==> src/rtl/core/quoted_argument_tokenizer_unit_macros.svh <==
// Assertion macros shared by the tokenizer RTL files.
// No dependencies; included by files that carry concurrent checks.
`ifndef QUOTED_ARGUMENT_TOKENIZER_UNIT_MACROS_SVH
`define QUOTED_ARGUMENT_TOKENIZER_UNIT_MACROS_SVH

`ifndef SYNTHESIS

// Same-cycle implication, disabled while reset is asserted.
`define QATU_ASSERT_IMPL(label, clk, rst_n, ante, cons) \
    label: assert property (@(posedge clk) disable iff (!rst_n) (ante) |-> (cons)) \
        else $error("tokenizer check failed (same cycle)");

// Next-cycle implication, disabled while reset is asserted.
`define QATU_ASSERT_NEXT(label, clk, rst_n, ante, cons) \
    label: assert property (@(posedge clk) disable iff (!rst_n) (ante) |=> (cons)) \
        else $error("tokenizer check failed (next cycle)");

`else

`define QATU_ASSERT_IMPL(label, clk, rst_n, ante, cons)
`define QATU_ASSERT_NEXT(label, clk, rst_n, ante, cons)

`endif

`endif

==> src/rtl/core/qatu_pkg.sv <==
// Shared types, constants and the per-byte decode functions of the tokenizer.
// No dependencies; used by every module of the block.
`default_nettype none

package qatu_pkg;

    // Sizes of one result bundle and of the bundle queue.
    localparam int MaxResults = 6;
    localparam int ResCntW    = $clog2(MaxResults + 1);
    localparam int ResIdxW    = $clog2(MaxResults);
    localparam int QueueDepth = 4;

    // Characters with a special meaning.
    localparam logic [7:0] ChSquote = 8'h27;
    localparam logic [7:0] ChDquote = 8'h22;
    localparam logic [7:0] ChBslash = 8'h5C;
    localparam logic [7:0] ChSpace  = 8'h20;
    localparam logic [7:0] ChLowX   = 8'h78;
    localparam logic [7:0] ChUpX    = 8'h58;
    localparam logic [9:0] DecLimit = 10'd256;

    typedef enum logic [1:0] {
        KIND_BYTE = 2'd0,
        KIND_TEND = 2'd1,
        KIND_DONE = 2'd2,
        KIND_QERR = 2'd3
    } t_kind;

    typedef enum logic [1:0] {
        QM_NONE   = 2'd0,
        QM_SINGLE = 2'd1,
        QM_DOUBLE = 2'd2
    } t_quote;

    typedef enum logic [2:0] {
        ESC_NONE  = 3'd0,
        ESC_SLASH = 3'd1,
        ESC_HEX0  = 3'd2,
        ESC_HEX1  = 3'd3,
        ESC_DEC1  = 3'd4,
        ESC_DEC2  = 3'd5
    } t_esc;

    typedef struct packed {
        t_kind      kind;
        logic [7:0] data;
    } t_res;

    // All results caused by one accepted byte, oldest in slot 0.
    typedef struct packed {
        t_res [MaxResults-1:0] items;
        logic [ResCntW-1:0]    count;
    } t_bundle;

    typedef struct packed {
        t_quote     qmode;
        t_esc       esc;
        logic [7:0] lo;
        logic [7:0] hi;
        logic       tok_open;
    } t_tok_state;

    typedef struct packed {
        t_tok_state st;
        t_bundle    bun;
    } t_step;

    localparam t_tok_state TokReset = '{
        qmode: QM_NONE, esc: ESC_NONE, lo: 8'h00, hi: 8'h00, tok_open: 1'b0
    };

    function automatic t_bundle add_res(t_bundle b, t_kind k, logic [7:0] d);
        t_bundle r;
        r = b;
        if (b.count < ResCntW'(MaxResults)) begin
            r.items[b.count[ResIdxW-1:0]] = '{kind: k, data: d};
            r.count = b.count + ResCntW'(1);
        end
        return r;
    endfunction

    function automatic t_step send_byte(t_step s, logic [7:0] d);
        t_step r;
        r = s;
        r.bun = add_res(s.bun, KIND_BYTE, d);
        r.st.tok_open = 1'b1;
        return r;
    endfunction

    function automatic logic is_dec(logic [7:0] c);
        return (c >= 8'h30) && (c <= 8'h39);
    endfunction

    function automatic logic is_hex(logic [7:0] c);
        return is_dec(c) || ((c >= 8'h61) && (c <= 8'h66)) ||
               ((c >= 8'h41) && (c <= 8'h46));
    endfunction

    // Letters a..f and A..F share the low nibble 1..6.
    function automatic logic [3:0] hex_val(logic [7:0] c);
        return is_dec(c) ? c[3:0] : (c[3:0] + 4'd9);
    endfunction

    // Single-character escapes: bit 8 flags a hit, bits 7:0 give the byte.
    function automatic logic [8:0] esc_letter(logic [7:0] c);
        logic [8:0] r;
        unique case (c) inside
            8'h61:   r = {1'b1, 8'h07};  // a
            8'h62:   r = {1'b1, 8'h08};  // b
            8'h65:   r = {1'b1, 8'h1B};  // e
            8'h66:   r = {1'b1, 8'h0C};  // f
            8'h6E:   r = {1'b1, 8'h0A};  // n
            8'h72:   r = {1'b1, 8'h0D};  // r
            8'h74:   r = {1'b1, 8'h09};  // t
            8'h76:   r = {1'b1, 8'h0B};  // v
            ChDquote, ChSquote, ChBslash, ChSpace: r = {1'b1, c};
            default: r = {1'b0, 8'h00};
        endcase
        return r;
    endfunction

    // Handling of a character that is not part of an escape.
    function automatic t_step plain_char(t_step s, logic [7:0] c);
        t_step r;
        r = s;
        if (s.st.qmode == QM_SINGLE) begin
            if (c == ChSquote) r.st.qmode = QM_NONE;
            else r = send_byte(r, c);
        end else if (c == ChBslash) begin
            r.st.esc = ESC_SLASH;
            r.st.lo  = 8'h00;
            r.st.hi  = 8'h00;
        end else if (s.st.qmode == QM_DOUBLE) begin
            if (c == ChDquote) r.st.qmode = QM_NONE;
            else r = send_byte(r, c);
        end else if (c == ChSquote) begin
            r.st.qmode = QM_SINGLE;
        end else if (c == ChDquote) begin
            r.st.qmode = QM_DOUBLE;
        end else if (c == ChSpace) begin
            if (s.st.tok_open) begin
                r.bun = add_res(r.bun, KIND_TEND, 8'h00);
                r.st.tok_open = 1'b0;
            end
        end else begin
            r = send_byte(r, c);
        end
        return r;
    endfunction

    // A broken escape gives back the backslash and its held characters.
    function automatic t_step spill(t_step s, logic [7:0] lo, logic [7:0] hi, logic two);
        t_step r;
        r = send_byte(s, ChBslash);
        r = send_byte(r, lo);
        if (two) r = send_byte(r, hi);
        return r;
    endfunction

    // Full decode of one input byte: next state and the results it causes.
    function automatic t_step tok_step(t_tok_state st, logic [7:0] c, logic last);
        t_step      s;
        logic [7:0] lo;
        logic [7:0] hi;
        logic [8:0] let_hit;
        logic [9:0] dval;
        logic       cond;
        s.st   = st;
        s.bun  = '0;
        lo     = st.lo;
        hi     = st.hi;
        let_hit = esc_letter(c);
        // 100 = 64 + 32 + 4 and 10 = 8 + 2, so the digit sum needs no multiplier.
        dval = (10'(lo[3:0]) << 6) + (10'(lo[3:0]) << 5) + (10'(lo[3:0]) << 2) +
               (10'(hi[3:0]) << 3) + (10'(hi[3:0]) << 1) + 10'(c[3:0]);
        cond = (st.esc == ESC_HEX0) ? is_hex(c) : is_dec(c);

        unique case (st.esc) inside
            ESC_SLASH: begin
                s.st.esc = ESC_NONE;
                if (let_hit[8]) begin
                    s = send_byte(s, let_hit[7:0]);
                end else if ((c == ChLowX) || (c == ChUpX)) begin
                    s.st.esc = ESC_HEX0;
                    s.st.lo  = c;
                    s.st.hi  = 8'h00;
                end else if (is_dec(c)) begin
                    s.st.esc = ESC_DEC1;
                    s.st.lo  = c;
                    s.st.hi  = 8'h00;
                end else begin
                    s = send_byte(s, ChBslash);
                    s = send_byte(s, c);
                end
            end
            ESC_HEX0, ESC_DEC1: begin
                if (cond) begin
                    s.st.esc = (st.esc == ESC_HEX0) ? ESC_HEX1 : ESC_DEC2;
                    s.st.hi  = c;
                end else begin
                    s.st.esc = ESC_NONE;
                    s.st.lo  = 8'h00;
                    s.st.hi  = 8'h00;
                    s = spill(s, lo, hi, 1'b0);
                    s = plain_char(s, c);
                end
            end
            ESC_HEX1: begin
                s.st.esc = ESC_NONE;
                s.st.lo  = 8'h00;
                s.st.hi  = 8'h00;
                if (is_hex(c)) begin
                    s = send_byte(s, {hex_val(hi), hex_val(c)});
                end else begin
                    s = spill(s, lo, hi, 1'b1);
                    s = plain_char(s, c);
                end
            end
            ESC_DEC2: begin
                s.st.esc = ESC_NONE;
                s.st.lo  = 8'h00;
                s.st.hi  = 8'h00;
                if (is_dec(c) && (dval < DecLimit)) begin
                    s = send_byte(s, dval[7:0]);
                end else begin
                    s = spill(s, lo, hi, 1'b1);
                    s = plain_char(s, c);
                end
            end
            default: begin
                s = plain_char(s, c);
            end
        endcase

        // End of line: verdict; a pending escape is flushed unless a quote is open.
        if (last) begin
            if ((s.st.qmode == QM_SINGLE) || (s.st.qmode == QM_DOUBLE)) begin
                s.bun = add_res(s.bun, KIND_QERR, 8'h00);
            end else begin
                unique case (s.st.esc) inside
                    ESC_SLASH:          s = send_byte(s, ChBslash);
                    ESC_HEX0, ESC_DEC1: s = spill(s, s.st.lo, s.st.hi, 1'b0);
                    ESC_HEX1, ESC_DEC2: s = spill(s, s.st.lo, s.st.hi, 1'b1);
                    default:            s = s;
                endcase
                if (s.st.tok_open) s.bun = add_res(s.bun, KIND_TEND, 8'h00);
                s.bun = add_res(s.bun, KIND_DONE, 8'h00);
            end
            s.st = TokReset;
        end
        return s;
    endfunction

endpackage

`default_nettype wire

==> src/rtl/core/qatu_front.sv <==
// Front end: accepts input bytes, decodes quoting and escapes, builds result bundles.
// Depends on qatu_pkg and the assertion macro header.
`default_nettype none
`include "quoted_argument_tokenizer_unit_macros.svh"

module qatu_front (
    input  wire logic              i_clk,
    input  wire logic              i_rst_n,
    input  wire logic              i_push,
    output logic                   o_full,
    input  wire logic [7:0]        i_in_byte,
    input  wire logic              i_line_last,
    input  wire logic              i_q_full,
    output logic                   o_q_wr,
    output qatu_pkg::t_bundle      o_q_data
);

    qatu_pkg::t_tok_state r_st;
    qatu_pkg::t_tok_state n_st;
    qatu_pkg::t_step      w_step;
    logic                 w_accept;

    // The front stalls only when the bundle queue has no room.
    assign o_full   = i_q_full;
    assign w_accept = i_push && !i_q_full;

    // Decode the incoming byte against the current tokenizer state.
    always_comb begin
        w_step = qatu_pkg::tok_step(r_st, i_in_byte, i_line_last);
    end

    // Next state advances only on an accepted item.
    always_comb begin
        n_st = w_accept ? w_step.st : r_st;
    end

    // A bundle goes to the queue only if the item caused results.
    always_comb begin
        o_q_data = w_step.bun;
        o_q_wr   = w_accept && (w_step.bun.count != '0);
    end

    always_ff @(posedge i_clk) begin
        if (!i_rst_n) begin
            r_st <= qatu_pkg::TokReset;
        end else begin
            r_st <= n_st;
        end
    end

    `QATU_ASSERT_NEXT(a_line_end_resets, i_clk, i_rst_n, w_accept && i_line_last, r_st == qatu_pkg::TokReset)
    `QATU_ASSERT_IMPL(a_line_end_reports, i_clk, i_rst_n, w_accept && i_line_last, o_q_wr)

endmodule

`default_nettype wire

==> src/rtl/core/qatu_fifo.sv <==
// Short queue of result bundles between the front end and the back end.
// Depends on qatu_pkg and the assertion macro header.
`default_nettype none
`include "quoted_argument_tokenizer_unit_macros.svh"

module qatu_fifo #(
    parameter int DEPTH = qatu_pkg::QueueDepth  // 2 to 32 entries
) (
    input  wire logic              i_clk,
    input  wire logic              i_rst_n,
    input  wire logic              i_wr,
    input  wire qatu_pkg::t_bundle i_wdata,
    output logic                   o_full,
    input  wire logic              i_rd,
    output qatu_pkg::t_bundle      o_rdata,
    output logic                   o_empty
);

    localparam int AW = $clog2(DEPTH);
    localparam int CW = $clog2(DEPTH + 1);

    qatu_pkg::t_bundle r_mem [DEPTH];
    logic [AW-1:0]     r_wp;
    logic [AW-1:0]     n_wp;
    logic [AW-1:0]     r_rp;
    logic [AW-1:0]     n_rp;
    logic [CW-1:0]     r_cnt;
    logic [CW-1:0]     n_cnt;
    logic              w_wr;
    logic              w_rd;

    assign o_full  = (r_cnt == CW'(DEPTH));
    assign o_empty = (r_cnt == '0);
    assign o_rdata = r_mem[r_rp];
    assign w_wr    = i_wr && !o_full;
    assign w_rd    = i_rd && !o_empty;

    // Pointer and fill-count update; pointers wrap at the depth.
    always_comb begin
        n_wp  = r_wp;
        n_rp  = r_rp;
        n_cnt = r_cnt;
        if (w_wr) n_wp = (r_wp == AW'(DEPTH - 1)) ? '0 : (r_wp + AW'(1));
        if (w_rd) n_rp = (r_rp == AW'(DEPTH - 1)) ? '0 : (r_rp + AW'(1));
        if (w_wr && !w_rd) n_cnt = r_cnt + CW'(1);
        else if (w_rd && !w_wr) n_cnt = r_cnt - CW'(1);
    end

    always_ff @(posedge i_clk) begin
        if (!i_rst_n) begin
            r_wp  <= '0;
            r_rp  <= '0;
            r_cnt <= '0;
        end else begin
            r_wp  <= n_wp;
            r_rp  <= n_rp;
            r_cnt <= n_cnt;
        end
    end

    // Storage write.
    always_ff @(posedge i_clk) begin
        if (w_wr) begin
            r_mem[r_wp] <= i_wdata;
        end
    end

    `QATU_ASSERT_IMPL(a_fifo_no_overflow, i_clk, i_rst_n, i_wr, !o_full)

endmodule

`default_nettype wire

==> src/rtl/core/qatu_back.sv <==
// Back end: unpacks result bundles and presents one result item per pop.
// Depends on qatu_pkg and the assertion macro header.
`default_nettype none
`include "quoted_argument_tokenizer_unit_macros.svh"

module qatu_back (
    input  wire logic              i_clk,
    input  wire logic              i_rst_n,
    input  wire logic              i_q_empty,
    input  wire qatu_pkg::t_bundle i_q_data,
    output logic                   o_q_rd,
    output logic                   o_empty,
    input  wire logic              i_pop,
    output logic [1:0]             o_out_kind,
    output logic [7:0]             o_out_byte,
    output logic                   o_run_last
);

    localparam int IW = qatu_pkg::ResIdxW;
    localparam int CW = qatu_pkg::ResCntW;

    logic              r_valid;
    logic              n_valid;
    qatu_pkg::t_bundle r_bun;
    qatu_pkg::t_bundle n_bun;
    logic [IW-1:0]     r_idx;
    logic [IW-1:0]     n_idx;
    logic              w_last;
    logic              w_adv;
    logic              w_load;
    qatu_pkg::t_res    w_cur;

    // Current result comes from the held bundle; the last slot closes the item.
    assign w_last  = ((CW'(r_idx) + CW'(1)) == r_bun.count);
    assign w_adv   = r_valid && i_pop;
    assign w_load  = (!r_valid || (w_adv && w_last)) && !i_q_empty;
    assign o_q_rd  = w_load;
    assign o_empty = !r_valid;
    assign w_cur   = r_bun.items[r_idx];

    always_comb begin
        o_out_kind = w_cur.kind;
        o_out_byte = w_cur.data;
        o_run_last = w_last;
    end

    // Load a new bundle, step through slots, or go empty.
    always_comb begin
        n_valid = r_valid;
        n_bun   = r_bun;
        n_idx   = r_idx;
        if (w_load) begin
            n_valid = 1'b1;
            n_bun   = i_q_data;
            n_idx   = '0;
        end else if (w_adv && w_last) begin
            n_valid = 1'b0;
        end else if (w_adv) begin
            n_idx = r_idx + IW'(1);
        end
    end

    always_ff @(posedge i_clk) begin
        if (!i_rst_n) begin
            r_valid <= 1'b0;
            r_idx   <= '0;
        end else begin
            r_valid <= n_valid;
            r_idx   <= n_idx;
        end
    end

    always_ff @(posedge i_clk) begin
        r_bun <= n_bun;
    end

    `QATU_ASSERT_IMPL(a_back_count_nonzero, i_clk, i_rst_n, r_valid, r_bun.count != '0)
    `QATU_ASSERT_IMPL(a_back_idx_in_range, i_clk, i_rst_n, r_valid, CW'(r_idx) < r_bun.count)
    `QATU_ASSERT_NEXT(a_back_mid_bundle_holds, i_clk, i_rst_n, w_adv && !w_last, r_valid)

endmodule

`default_nettype wire

==> src/rtl/core/quoted_argument_tokenizer_unit.sv <==
// Top level of the quoted argument tokenizer: front end, bundle queue, back end.
// Depends on qatu_pkg, qatu_front, qatu_fifo and qatu_back.
//
//  Channel | Handshake         | Payload                                | Direction
//  --------+-------------------+----------------------------------------+----------
//  input   | push / full       | i_in_byte, i_line_last                 | in
//  result  | empty / pop       | o_out_kind, o_out_byte, o_run_last     | out
//
// One input item is accepted per cycle while the bundle queue has room.
// Results leave one per cycle from the back-end register while pop is asserted and
// results wait; the first result of an item passes through the bundle queue and is
// then loaded into the back-end register, when the back end is free.
// Reset (synchronous, active low) returns to unquoted, no escape, queue empty.
// full rises when QUEUE_DEPTH bundles wait; a stalled result holds until popped.
`default_nettype none

module quoted_argument_tokenizer_unit #(
    parameter int QUEUE_DEPTH = qatu_pkg::QueueDepth
) (
    input  wire logic       i_clk,
    input  wire logic       i_rst_n,
    input  wire logic       push,
    output logic            full,
    input  wire logic [7:0] i_in_byte,
    input  wire logic       i_line_last,
    output logic            empty,
    input  wire logic       pop,
    output logic [1:0]      o_out_kind,
    output logic [7:0]      o_out_byte,
    output logic            o_run_last
);

    logic              w_q_full;
    logic              w_q_wr;
    qatu_pkg::t_bundle w_q_wdata;
    logic              w_q_empty;
    logic              w_q_rd;
    qatu_pkg::t_bundle w_q_rdata;

    qatu_front u_front (
        .i_clk       (i_clk),
        .i_rst_n     (i_rst_n),
        .i_push      (push),
        .o_full      (full),
        .i_in_byte   (i_in_byte),
        .i_line_last (i_line_last),
        .i_q_full    (w_q_full),
        .o_q_wr      (w_q_wr),
        .o_q_data    (w_q_wdata)
    );

    qatu_fifo #(
        .DEPTH (QUEUE_DEPTH)
    ) u_fifo (
        .i_clk   (i_clk),
        .i_rst_n (i_rst_n),
        .i_wr    (w_q_wr),
        .i_wdata (w_q_wdata),
        .o_full  (w_q_full),
        .i_rd    (w_q_rd),
        .o_rdata (w_q_rdata),
        .o_empty (w_q_empty)
    );

    qatu_back u_back (
        .i_clk      (i_clk),
        .i_rst_n    (i_rst_n),
        .i_q_empty  (w_q_empty),
        .i_q_data   (w_q_rdata),
        .o_q_rd     (w_q_rd),
        .o_empty    (empty),
        .i_pop      (pop),
        .o_out_kind (o_out_kind),
        .o_out_byte (o_out_byte),
        .o_run_last (o_run_last)
    );

endmodule

`default_nettype wire
==> config.mk <==
export PLATFORM = sky130hd
export DESIGN_NAME = quoted_argument_tokenizer_unit
export DESIGN_NICKNAME = d
export VERILOG_FILES = /design/src/rtl/core/qatu_pkg.sv /design/src/rtl/core/qatu_front.sv /design/src/rtl/core/qatu_fifo.sv /design/src/rtl/core/qatu_back.sv /design/src/rtl/core/quoted_argument_tokenizer_unit.sv
export VERILOG_INCLUDE_DIRS = /design/src /design/src/rtl/core
export SDC_FILE = /design/constraint.sdc
export NUM_CORES = 1
export LEC_CHECK = 0
export BUFFER_PORTS_ARGS = -buffer_cell sky130_fd_sc_hd__buf_2
export CORE_MARGIN = 4
export CORE_UTILIZATION = 28
export DETAILED_ROUTE_END_ITERATION = 6
export SYNTH_ARGS = -nofsm -noshare
export SYNTH_HDL_FRONTEND = slang
export SYNTH_SLANG_ARGS = --single-unit
==> constraint.sdc <==
create_clock -name i_clk -period 24.7 [get_ports i_clk]
set_input_delay 1.235 -clock i_clk [delete_from_list [all_inputs] [get_ports i_clk]]
set_output_delay 1.235 -clock i_clk [all_outputs]
set_load 0.01 [all_outputs]
==> results.json, run 1 <==
{
  "grt_pass1_vias": 11100,
  "start_util_pct": 28.3,
  "gr-total-overflow": 0,
  "drt_iter0_drc": 1078,
  "crit_family": "simple AND/OR/NAND/NOR gates",
  "core_area_um2": 60600,
  "drc": 0,
  "cp_common_cell": "inv_1",
  "dieArea_um2": 65400,
  "drv_slew": 0,
  "ant_nets": 0,
  "power.density_nw_per_um2": 90.3,
  "switching_power_uw": 463,
  "setup_viol": 0,
  "period_share_pct": 47.4,
  "max-vdd-ir-drop_uv": 70.3,
  "post_cts_buffers": 0,
  "holdWs_ps": 479,
  "wl_per_cell_um": 20.9,
  "final.setup.worst_slack_ps": 12990,
  "io_pins": 26,
  "finClkSkew_ps": 28.7,
  "insertion_delay_ps": 550,
  "critPathCaptureType": "flop",
  "ys_seq_elements": 348,
  "p_leak_uw": 0.00637,
  "vias": 11200,
  "pwr-share-comb_pct": 20.3,
  "drive_gt1_share_pct": 15.9,
  "cts_sinks": 348,
  "required_ps": 25170,
  "switching_share_pct": 26.5,
  "yosysTopAreaCell": "edfxtp_1",
  "synthDominantCellAreaShare_pct": 55.1,
  "ys_types": 97,
  "synth_area_leaders": "edfxtp_1, mux4_2, dfxtp_1",
  "seq_power_share_pct": 48.3,
  "instances_no_fill": 2109,
  "min_path_type": "flop to flop",
  "synthToLayoutAreaGrowth_pct": 12.8,
  "slew_headroom_pct": 7.33,
  "dieWidth_um": 256,
  "ys_warn_count": 0,
  "p_clk_share_pct": 31.4,
  "tightest_slew_ps": 1380,
  "portBuffers": 25,
  "path_clk_slew_ps": 60,
  "synth_edf_count": 315,
  "arrival_ps": 12180,
  "critPathMaxStageDelay_ps": 760,
  "drt_pre_antenna_iters": 6,
  "critPathBufInv": 8,
  "antennaDiodeCount": 0,
  "status": "finished, final reports clean",
  "num_rows": 90,
  "timing.fmax_ghz": 0.0854,
  "cts_tree": "yes",
  "drv_cap": 0,
  "postSynthAreaPerCell_um2": 13.4,
  "clock-root-buffer": "clkbuf_16",
  "grt_max_degree": 66,
  "rsz0062_at_grt": "no",
  "synth_area_um2": 17200,
  "synthCells": 1279,
  "nets": 1353,
  "dieHeight_um": 256,
  "synthArstFlopShare_pct": 0,
  "fillCellCount": 5934,
  "critPathMaxFanout": 26,
  "ys_seq_area_share_pct": 58.9,
  "synth_top_flop_cell": "edfxtp_1",
  "cts_buffers": 39,
  "finish.utilization_pct": 32.0,
  "cp-start-kind": "input port",
  "grtUsageTotal_pct": 13.3,
  "path_class": "input port to flop",
  "dp_cells": 2037,
  "hpwl_um": 29800,
  "p_int_uw": 1290,
  "ctsHtreeMaxLevel": 2,
  "antenna_found_initial": 0,
  "tns_ps": 0,
  "grt_pass1_wl_um": 68600,
  "postCtsHoldBufs": 0,
  "gp_congestion": 0.968,
  "totalWireLength_um": 44100,
  "crit_path_top_delay_cell": "o41ai_1",
  "dp_slack_ps": 12530,
  "cts_resized": 0,
  "viasPerCell": 5.31,
  "clk_path_buf_depth": 3,
  "final_period_minus_worst_setup_slack_ps": 11710,
  "finalHoldViolCount": 0
}
## final cells by class
class                           count  area, um2  share of cell area (%)
Sequential cell                   348      10100                    52.3
Multi-Input combinational cell    809       6570                    33.9
Tap cell                          782        978                    5.05
Clock buffer                       51       1020                    5.27
Clock inverter                     21        201                    1.04
Inverter                           53        201                    1.04
Timing Repair Buffer               45        275                    1.42
## state kept, by name, summed over array words and instances, names as in the netlist
register / count
u_back.r_bun: 63
u_back.r_idx: 3
u_back.r_valid: 1
u_fifo.r_cnt: 3
u_fifo.r_mem: 252
u_fifo.r_rp: 2
u_fifo.r_wp: 2
u_front.r_st: 22
## through the flow
stage,total power (uW),instance area [um2]
after floorplan,1110,17200
after global placement,1210,18100
after detailed placement,1220,18100
after CTS,1780,19400
after global routing,1840,19400
final,1750,19400
## kinds of logic (layout without fill, tap and decap cells)
kind of cell / after synthesis / in the layout / share of synthesized area, %
and+or+nand+nor: 359 / 359 / 11.0
DFF: 348 / 348 / 58.9
AOI/OAI and AO/OA: 289 / 289 / 11.8
buffers and inverters: 125 / 170 / 2.92
muxes: 93 / 93 / 10.8
adders and majority gates: 44 / 44 / 3.56
xor gates and xnor gates: 20 / 20 / 1.02
other: 1 / 4 / 0.0218
## cells in the final DEF, fill, tap and decap left out, drive strengths merged, types with 6 or more instances in the layout
master / n
clkinv: 12
edfxtp: 315
buf: 45
ha: 36
nor2b: 31
and2: 15
nand3: 24
mux2i: 17
xnor2: 15
o21a: 14
a211oi: 7
nand2b: 17
nand2: 81
a32oi: 7
o22ai: 37
inv: 58
a22oi: 23
o21ai: 59
mux4: 73
fa: 8
nor3: 41
clkbuf: 51
and3: 14
a31oi: 8
dfxtp: 33
o32ai: 6
a21oi: 61
or3: 16
nor4: 8
nor2: 82
## layer usage
metal / vias up / part of all wire [%] / track usage [%] / wire length (um)
met3: 75 / 6.1 / 2.37 / 2680
met2: 433 / 46 / 21.2 / 20500
li1: 5028 / - / - / -
met5: - / 0 / 0 / 0
met1: 5657 / 45 / 18.8 / 20000
met4: 0 / 2.2 / 3.26 / 970
## power groups by stage
| stage | combinational (uW) | sequential [uW] | clock [uW] |
|---|---|---|---|
| finish | 355 | 844 | 550 |
| floorplan | 274 | 836 | 0 |
| global placement | 362 | 852 | 0 |
| CTS | 366 | 848 | 565 |
| detailed placement | 366 | 859 | 0 |
| global route | 390 | 858 | 593 |
## worst register-to-register path: cells and delay by family, from the launching register on
kind | cells | cell delay, ps
compound gates | 10 | 2220
xor+xnor | 2 | 340
fa+ha+maj | 9 | 3450
buf+inv | 7 | 780
flops | 1 | 520
simple gates | 11 | 3580
## cell usage after synthesis, types with 4 or more instances
cell / instances
edfxtp_1: 315
nand2_1: 81
nor2_1: 81
mux4_2: 73
a21oi_1: 58
clkbuf_1: 52
o21ai_0: 52
inv_1: 49
nor3_1: 39
ha_1: 36
o22ai_1: 36
dfxtp_1: 33
nor2b_1: 31
a22oi_1: 23
nand3_1: 23
mux2i_1: 17
nand2b_1: 17
or3_1: 16
and2_1: 15
xnor2_1: 15
and3_1: 14
o21a_1: 13
buf_1: 11
a31oi_1: 8
fa_1: 8
a32oi_1: 7
buf_2: 6
nor4_1: 6
o21ai_1: 6
o32ai_1: 6
a211oi_1: 5
a21o_1: 5
nor3b_1: 5
xor2_1: 5
a211o_1: 4
a21boi_0: 4
nor4b_1: 4
o211ai_1: 4
o221ai_1: 4
o31a_1: 4
o31ai_1: 4
## final timing paths
check                    from               end  slack, ps  cells after the start
min reg2reg  u_front.r_st[16]  u_front.r_st[16]        480                      2
max reg2reg   u_front.r_st[1]   u_fifo.r_cnt[2]      13740                     39
max              i_in_byte[3]   u_fifo.r_cnt[2]      12990                     40
min          u_front.r_st[16]  u_front.r_st[16]        480                      2
No activity file was read; power rests on OpenSTA's default activity.
==> run 2, diff against run 1 <==
--- a/config.mk
+++ b/config.mk
@@ -6,6 +6,7 @@
 export SDC_FILE = /design/constraint.sdc
 export NUM_CORES = 1
 export LEC_CHECK = 0
+export ABC_AREA = 1
 export BUFFER_PORTS_ARGS = -buffer_cell sky130_fd_sc_hd__buf_2
 export CORE_MARGIN = 4
 export CORE_UTILIZATION = 28
==> constraint.sdc (replaced) <==
create_clock -name i_clk -period 10.8 [get_ports i_clk]
set_input_delay 0.54 -clock i_clk [delete_from_list [all_inputs] [get_ports i_clk]]
set_output_delay 0.54 -clock i_clk [all_outputs]
set_load 0.01 [all_outputs]
==> results.json, run 2 <==
{
  "synth_area_um2": 17800,
  "max-vdd-ir-drop_uv": 112,
  "viasPerCell": 5.08,
  "grt_max_degree": 99,
  "hpwl_um": 38500,
  "synth_top_family_by_area": "simple AND/OR/NAND/NOR gates",
  "cts_sinks": 348,
  "path_class": "flop to flop",
  "drv_slew": 0,
  "synth_top_flop_cell": "edfxtp_1",
  "tns_ps": 0,
  "path_clk_slew_ps": 60,
  "dieArea_um2": 67800,
  "ys_seq_elements": 348,
  "ant_nets": 0,
  "num_rows": 92,
  "ys_warn_count": 0,
  "portBuffers": 25,
  "worst-r2r-cell-count": 40,
  "antenna_found_initial": 0,
  "p_leak_uw": 0.00725,
  "synth_compound_area_share_pct": 16.5,
  "synth_xor_area_share_pct": 0.645,
  "totalWireLength_um": 54500,
  "fillCellCount": 6555,
  "period_share_pct": 74.4,
  "layout_commonest_cell": "edfxtp_1",
  "hold_path_end": "u_fifo.r_wp[1]",
  "arrival_ps": 8200,
  "synthToLayoutAreaGrowth_pct": 12.7,
  "reg.largest.list": "u_fifo.r_mem x252, u_back.r_bun x63, u_front.r_st x22",
  "dieWidth_um": 260,
  "power.density_nw_per_um2": 196,
  "synthDominantCellAreaShare_pct": 53.0,
  "postCtsHoldBufs": 0,
  "slew_headroom_pct": 32.5,
  "min_path_type": "input port to flop",
  "synthCells": 1854,
  "cts_tree": "yes",
  "required_ps": 10970,
  "nets": 1917,
  "cts_resized": 0,
  "grt_pass1_vias": 13200,
  "drive_gt1_share_pct": 11.5,
  "final_cell_mix": "edfxtp_1, nor2_1, o21ai_0, nand2_1, inv_1",
  "critPathMaxFanout": 47,
  "r2r_start": "u_front.r_st[1]",
  "clk_path_buf_depth": 3,
  "ys_types": 58,
  "tightest_slew_ps": 1010,
  "clock-root-buffer": "clkbuf_16",
  "drc": 0,
  "synthArstFlopShare_pct": 0,
  "synth_edf_count": 315,
  "start_util_pct": 28.3,
  "final_period_minus_worst_setup_slack_ps": 8040,
  "crit_path_top_delay_cell": "buf_4",
  "core_area_um2": 63100,
  "synth.mux.area_fraction_pct": 0.0561,
  "rsz0062_at_grt": "no",
  "timing.fmax_ghz": 0.124,
  "drt_iter0_drc": 1387,
  "insertion_delay_ps": 550,
  "synth_area_leaders": "edfxtp_1, o21ai_0, nor2_1",
  "drv_cap": 0,
  "rr_endpoint": "u_fifo.r_mem[1][13]",
  "critPathCaptureType": "flop",
  "io_pins": 26,
  "finish.utilization_pct": 31.9,
  "ys_seq_area_share_pct": 56.7,
  "status": "finished, final reports clean",
  "hp-start": "i_rst_n",
  "dieHeight_um": 260,
  "hold_depth": 3,
  "finClkSkew_ps": 19.8,
  "yosys.area_share.simple_pct": 16.9,
  "gp_congestion": 0.955,
  "critPathMaxStageDelay_ps": 650,
  "postSynthAreaPerCell_um2": 9.63,
  "wl_per_cell_um": 19.9,
  "ctsHtreeMaxLevel": 2,
  "gr-total-overflow": 0,
  "cp_common_cell": "nand2_1",
  "antennaDiodeCount": 0,
  "cts_buffers": 38,
  "setup_viol": 0,
  "ys_top_cells_by_count": "edfxtp_1, nor2_1, o21ai_0",
  "drt_pre_antenna_iters": 5,
  "grtUsageTotal_pct": 15.7,
  "cp-start-kind": "flop",
  "post_cts_buffers": 0,
  "finalHoldViolCount": 0,
  "yosysTopAreaCell": "edfxtp_1",
  "synth_fa_ha_area_share_pct": 3.42,
  "grt_pass1_wl_um": 82200,
  "largest_register_ffs": 252,
  "r2r_slack_ps": 2760,
  "regMostFlops": "u_fifo.r_mem",
  "synth_most_common_cell": "edfxtp_1",
  "vias": 13900
}
-- run 2: cell types whose count changed after synthesis, moves of 30 or more --
cell,change
nor2b_1,-31
nand2_1,+151
nand3_1,+50
mux4_2,-73
o21ai_0,+188
o22ai_1,+62
a21oi_1,+30
inv_2,+30
inv_1,+96
nor2_1,+185
-- run 2: worst max-delay path: cells and delay by family, from the launching register on --
| family | cells | cell delay (ps) |
|---|---|---|
| DFF | 1 | 490 |
| and+or+nand+nor | 22 | 2920 |
| adders and majority gates | 7 | 2360 |
| AOI/OAI and AO/OA | 2 | 300 |
| xor gates and xnor gates | 1 | 150 |
| buffers and inverters | 8 | 1340 |
-- run 2: final cells by class --
cell class / count / area, um2 / share of cell area, %
Multi-Input combinational cell: 1245 / 6750 / 33.6
Timing Repair Buffer: 43 / 260 / 1.29
Tap cell: 846 / 1060 / 5.26
Clock inverter: 19 / 201 / 1.00
Sequential cell: 348 / 10100 / 50.3
Inverter: 184 / 698 / 3.47
Clock buffer: 51 / 1020 / 5.08
-- run 2: worst max-delay path by stage --
stage	slack, ps	to	from
after floorplan	1770	u_fifo.r_mem[0][0]	i_in_byte[3]
after global placement	2590	u_fifo.r_mem[1][38]	i_in_byte[3]
after detailed placement	2500	u_fifo.r_mem[1][38]	i_in_byte[3]
after CTS	2810	u_fifo.r_mem[1][40]	u_front.r_st[1]
after global routing	2070	u_fifo.r_mem[1][61]	u_front.r_st[1]
final	2760	u_fifo.r_mem[1][13]	u_front.r_st[1]
-- run 2: logic make-up after synthesis --
group,after synthesis
and+or+nand+nor,671
AOI/OAI and AO/OA,514
DFF,348
muxes,1
xor gates and xnor gates,11
other,1
adders and majority gates,44
buffers and inverters,264
-- run 2: power by group --
group | switching (uW) | leakage (uW) | total (uW) | internal (uW)
combinational | 608 | 0.00341 | 826 | 218
clock | 526 | 0.000599 | 1270 | 744
sequential | 69.9 | 0.00324 | 1840 | 1770
-- run 2: metrics by stage --
stage	hold slack, ps	cells	setup slack [ps]	area [um2]	power, uW
2_1_floorplan	445	1857	1770	17900	2400
3_3_place_gp	453	2666	2590	18900	2690
3_5_place_dp	455	2666	2500	18900	2710
4_1_cts	284	2736	2810	20100	3990
5_1_grt	304	2736	2070	20100	4150
6_report	315	2736	2760	20100	3940
-- run 2: per-layer routing --
metal / track usage [%] / share of wire [%]
met4: 4.28 / 2.3
met3: 2.25 / 5.7
met5: 0 / 0
met2: 25.5 / 47
met1: 22.2 / 45
==> run 3, diff against run 2 <==
--- a/config.mk
+++ b/config.mk
@@ -6,7 +6,7 @@
 export SDC_FILE = /design/constraint.sdc
 export NUM_CORES = 1
 export LEC_CHECK = 0
-export ABC_AREA = 1
+export ABC_AREA = 0
 export BUFFER_PORTS_ARGS = -buffer_cell sky130_fd_sc_hd__buf_2
 export CORE_MARGIN = 4
 export CORE_UTILIZATION = 28
==> constraint.sdc (replaced) <==
create_clock -name i_clk -period 6.9 [get_ports i_clk]
set_input_delay 0.345 -clock i_clk [delete_from_list [all_inputs] [get_ports i_clk]]
set_output_delay 0.345 -clock i_clk [all_outputs]
set_load 0.01 [all_outputs]
==> results.json, run 3 (same netlist as run 1, synthesis figures left out) <==
{
  "portBuffers": 25,
  "reg.largest.list": "u_fifo.r_mem x252, u_back.r_bun x63, u_front.r_st x22",
  "vias": 12400,
  "critPathMaxFanout": 7,
  "synthToLayoutAreaGrowth_pct": 34.0,
  "drv_slew": 0,
  "ant_nets": 0,
  "gp_congestion": 0.931,
  "regMostFlops": "u_fifo.r_mem",
  "grt_pass1_vias": 12300,
  "clock-root-buffer": "clkbuf_16",
  "r2r_slack_ps": -1100,
  "grtUsageTotal_pct": 15.5,
  "status": "complete, but fails checks",
  "cts_tree": "yes",
  "finClkSkew_ps": 24.9,
  "place_area_um2": 19800,
  "start_util_pct": 28.3,
  "dieHeight_um": 256,
  "final.setup.worst_slack_ps": -1100,
  "hpwl_um": 33400,
  "viasPerCell": 5.24,
  "period_share_pct": 116,
  "max-vdd-ir-drop_uv": 159,
  "dieArea_um2": 65400,
  "antennaDiodeCount": 0,
  "largest_register_ffs": 252,
  "drive_gt1_share_pct": 37.3,
  "io_pins": 26,
  "finalHoldViolCount": 0,
  "multi_input_area_um2": 7250,
  "cts_buffers": 37,
  "drt_iter0_drc": 1153,
  "dp_cells": 2216,
  "postCtsHoldBufs": 0,
  "insertion_delay_ps": 560,
  "rsz0062_at_grt": "yes",
  "setup_viol": 485,
  "fin_area_um2": 23000,
  "violations": "setup timing",
  "drc": 0,
  "num_rows": 90,
  "path_class": "flop to flop",
  "layout_commonest_cell": "edfxtp_1",
  "antenna_found_initial": 1,
  "cts_sinks": 348,
  "totalWireLength_um": 52200,
  "regArea_um2": 10100,
  "critPathCaptureType": "flop",
  "instances_no_fill": 2370,
  "p_leak_uw": 0.00804,
  "drv_cap": 0,
  "timing.fmax_ghz": 0.125,
  "grt_max_degree": 60,
  "final_period_minus_worst_setup_slack_ps": 8000,
  "ctsHtreeMaxLevel": 2,
  "cp-start-kind": "flop",
  "final_cell_mix": "edfxtp_1, buf_4, nand2_1, mux4_2, nor2_1",
  "clk_path_buf_depth": 3,
  "power.density_nw_per_um2": 295,
  "tightest_slew_ps": 1150,
  "required_ps": 7200,
  "drt_pre_antenna_iters": 5,
  "path_clk_slew_ps": 60,
  "crit_path_top_delay_cell": "fa_1",
  "wl_per_cell_um": 22.0,
  "nets": 1619,
  "slew_headroom_pct": 23.0,
  "critPathMaxStageDelay_ps": 510,
  "fillCellCount": 5645,
  "dieWidth_um": 256,
  "core_area_um2": 60600,
  "grt_pass1_wl_um": 78200,
  "gr-total-overflow": 0,
  "arrival_ps": 8310,
  "min_path_type": "input port to flop"
}
[run 3: cell types whose count changed in the layout (fill, tap and decap cells not counted), sizes merged, moves of 17 or more]
| cell | previous run | this run |
|---|---|---|
| buf | 43 | 313 |
| nor2 | 283 | 82 |
| o21ai | 248 | 59 |
| nand2 | 259 | 81 |
| inv | 180 | 58 |
| mux4 | 0 | 73 |
| nand3 | 86 | 24 |
| o22ai | 98 | 37 |
| a21oi | 94 | 61 |
| nor2b | 0 | 31 |
| nand2b | 0 | 17 |
[run 3: per-stage QoR]
step                setup TNS [ps]  power (uW)  hold WS [ps]  setup WS (ps)  util [%]
finish                     -368250        6790           131          -1100      38.0
global route               -486690        7100           156          -1410      38.0
CTS                        -310960        6860           110          -1000      37.6
detailed placement         -406010        4500           446          -1330      32.7
global placement           -347510        4460           449          -1180      32.7
floorplan                  -508700        3990           429          -1670         -
[run 3: layout make-up]
class / count / area share (%)
tap: 782 / 4.25
sequential: 348 / 44.0
timing repair buffer: 313 / 14.2
multi-input combinational: 809 / 31.5
clock inverter: 22 / 0.892
clock buffer: 43 / 4.25
inverter: 53 / 0.919
[run 3: routing by layer]
layer	up-vias	track usage, %	part of all wire (%)	wire [um]
li1	5576	-	-	-
met1	6324	21.6	44	23000
met2	447	25.3	48	25000
met3	72	2.26	5.8	3010
met4	0	4.45	2.4	1270
met5	-	0	0	0
[run 3: critical path, delay by kind of cell (launching register included)]
kind / cells / cell delay, ps
XOR/XNOR: 1 / 70
buffers and inverters: 13 / 1320
flip-flops: 1 / 340
adder cells (fa/ha/maj): 7 / 2280
AO/OA/AOI/OAI: 10 / 1530
AND/OR/NAND/NOR: 11 / 2220
[run 3: report_power, final]
group	switching (uW)	total (uW)	internal, uW
clock network	837	1970	1140
registers	191	3050	2860
logic	851	1770	916
[run 3: final timing paths]
check | startpoint | to | cells past startpoint
worst min register to register | u_front.r_st[16] | u_front.r_st[16] | 2
worst max register to register | u_front.r_st[1] | u_fifo.r_mem[0][51] | 42
worst max-delay path | u_front.r_st[1] | u_fifo.r_mem[0][51] | 42
worst min-delay path | pop | u_back.r_valid | 4
[run 3: timing repair]
action	CTS	global route
gates cloned	25	0
hold endpoints to repair	0	0
pin swaps	31	44
endpoints found under the setup margin	485	497
buffers inserted	60	22
resized for setup	139	68
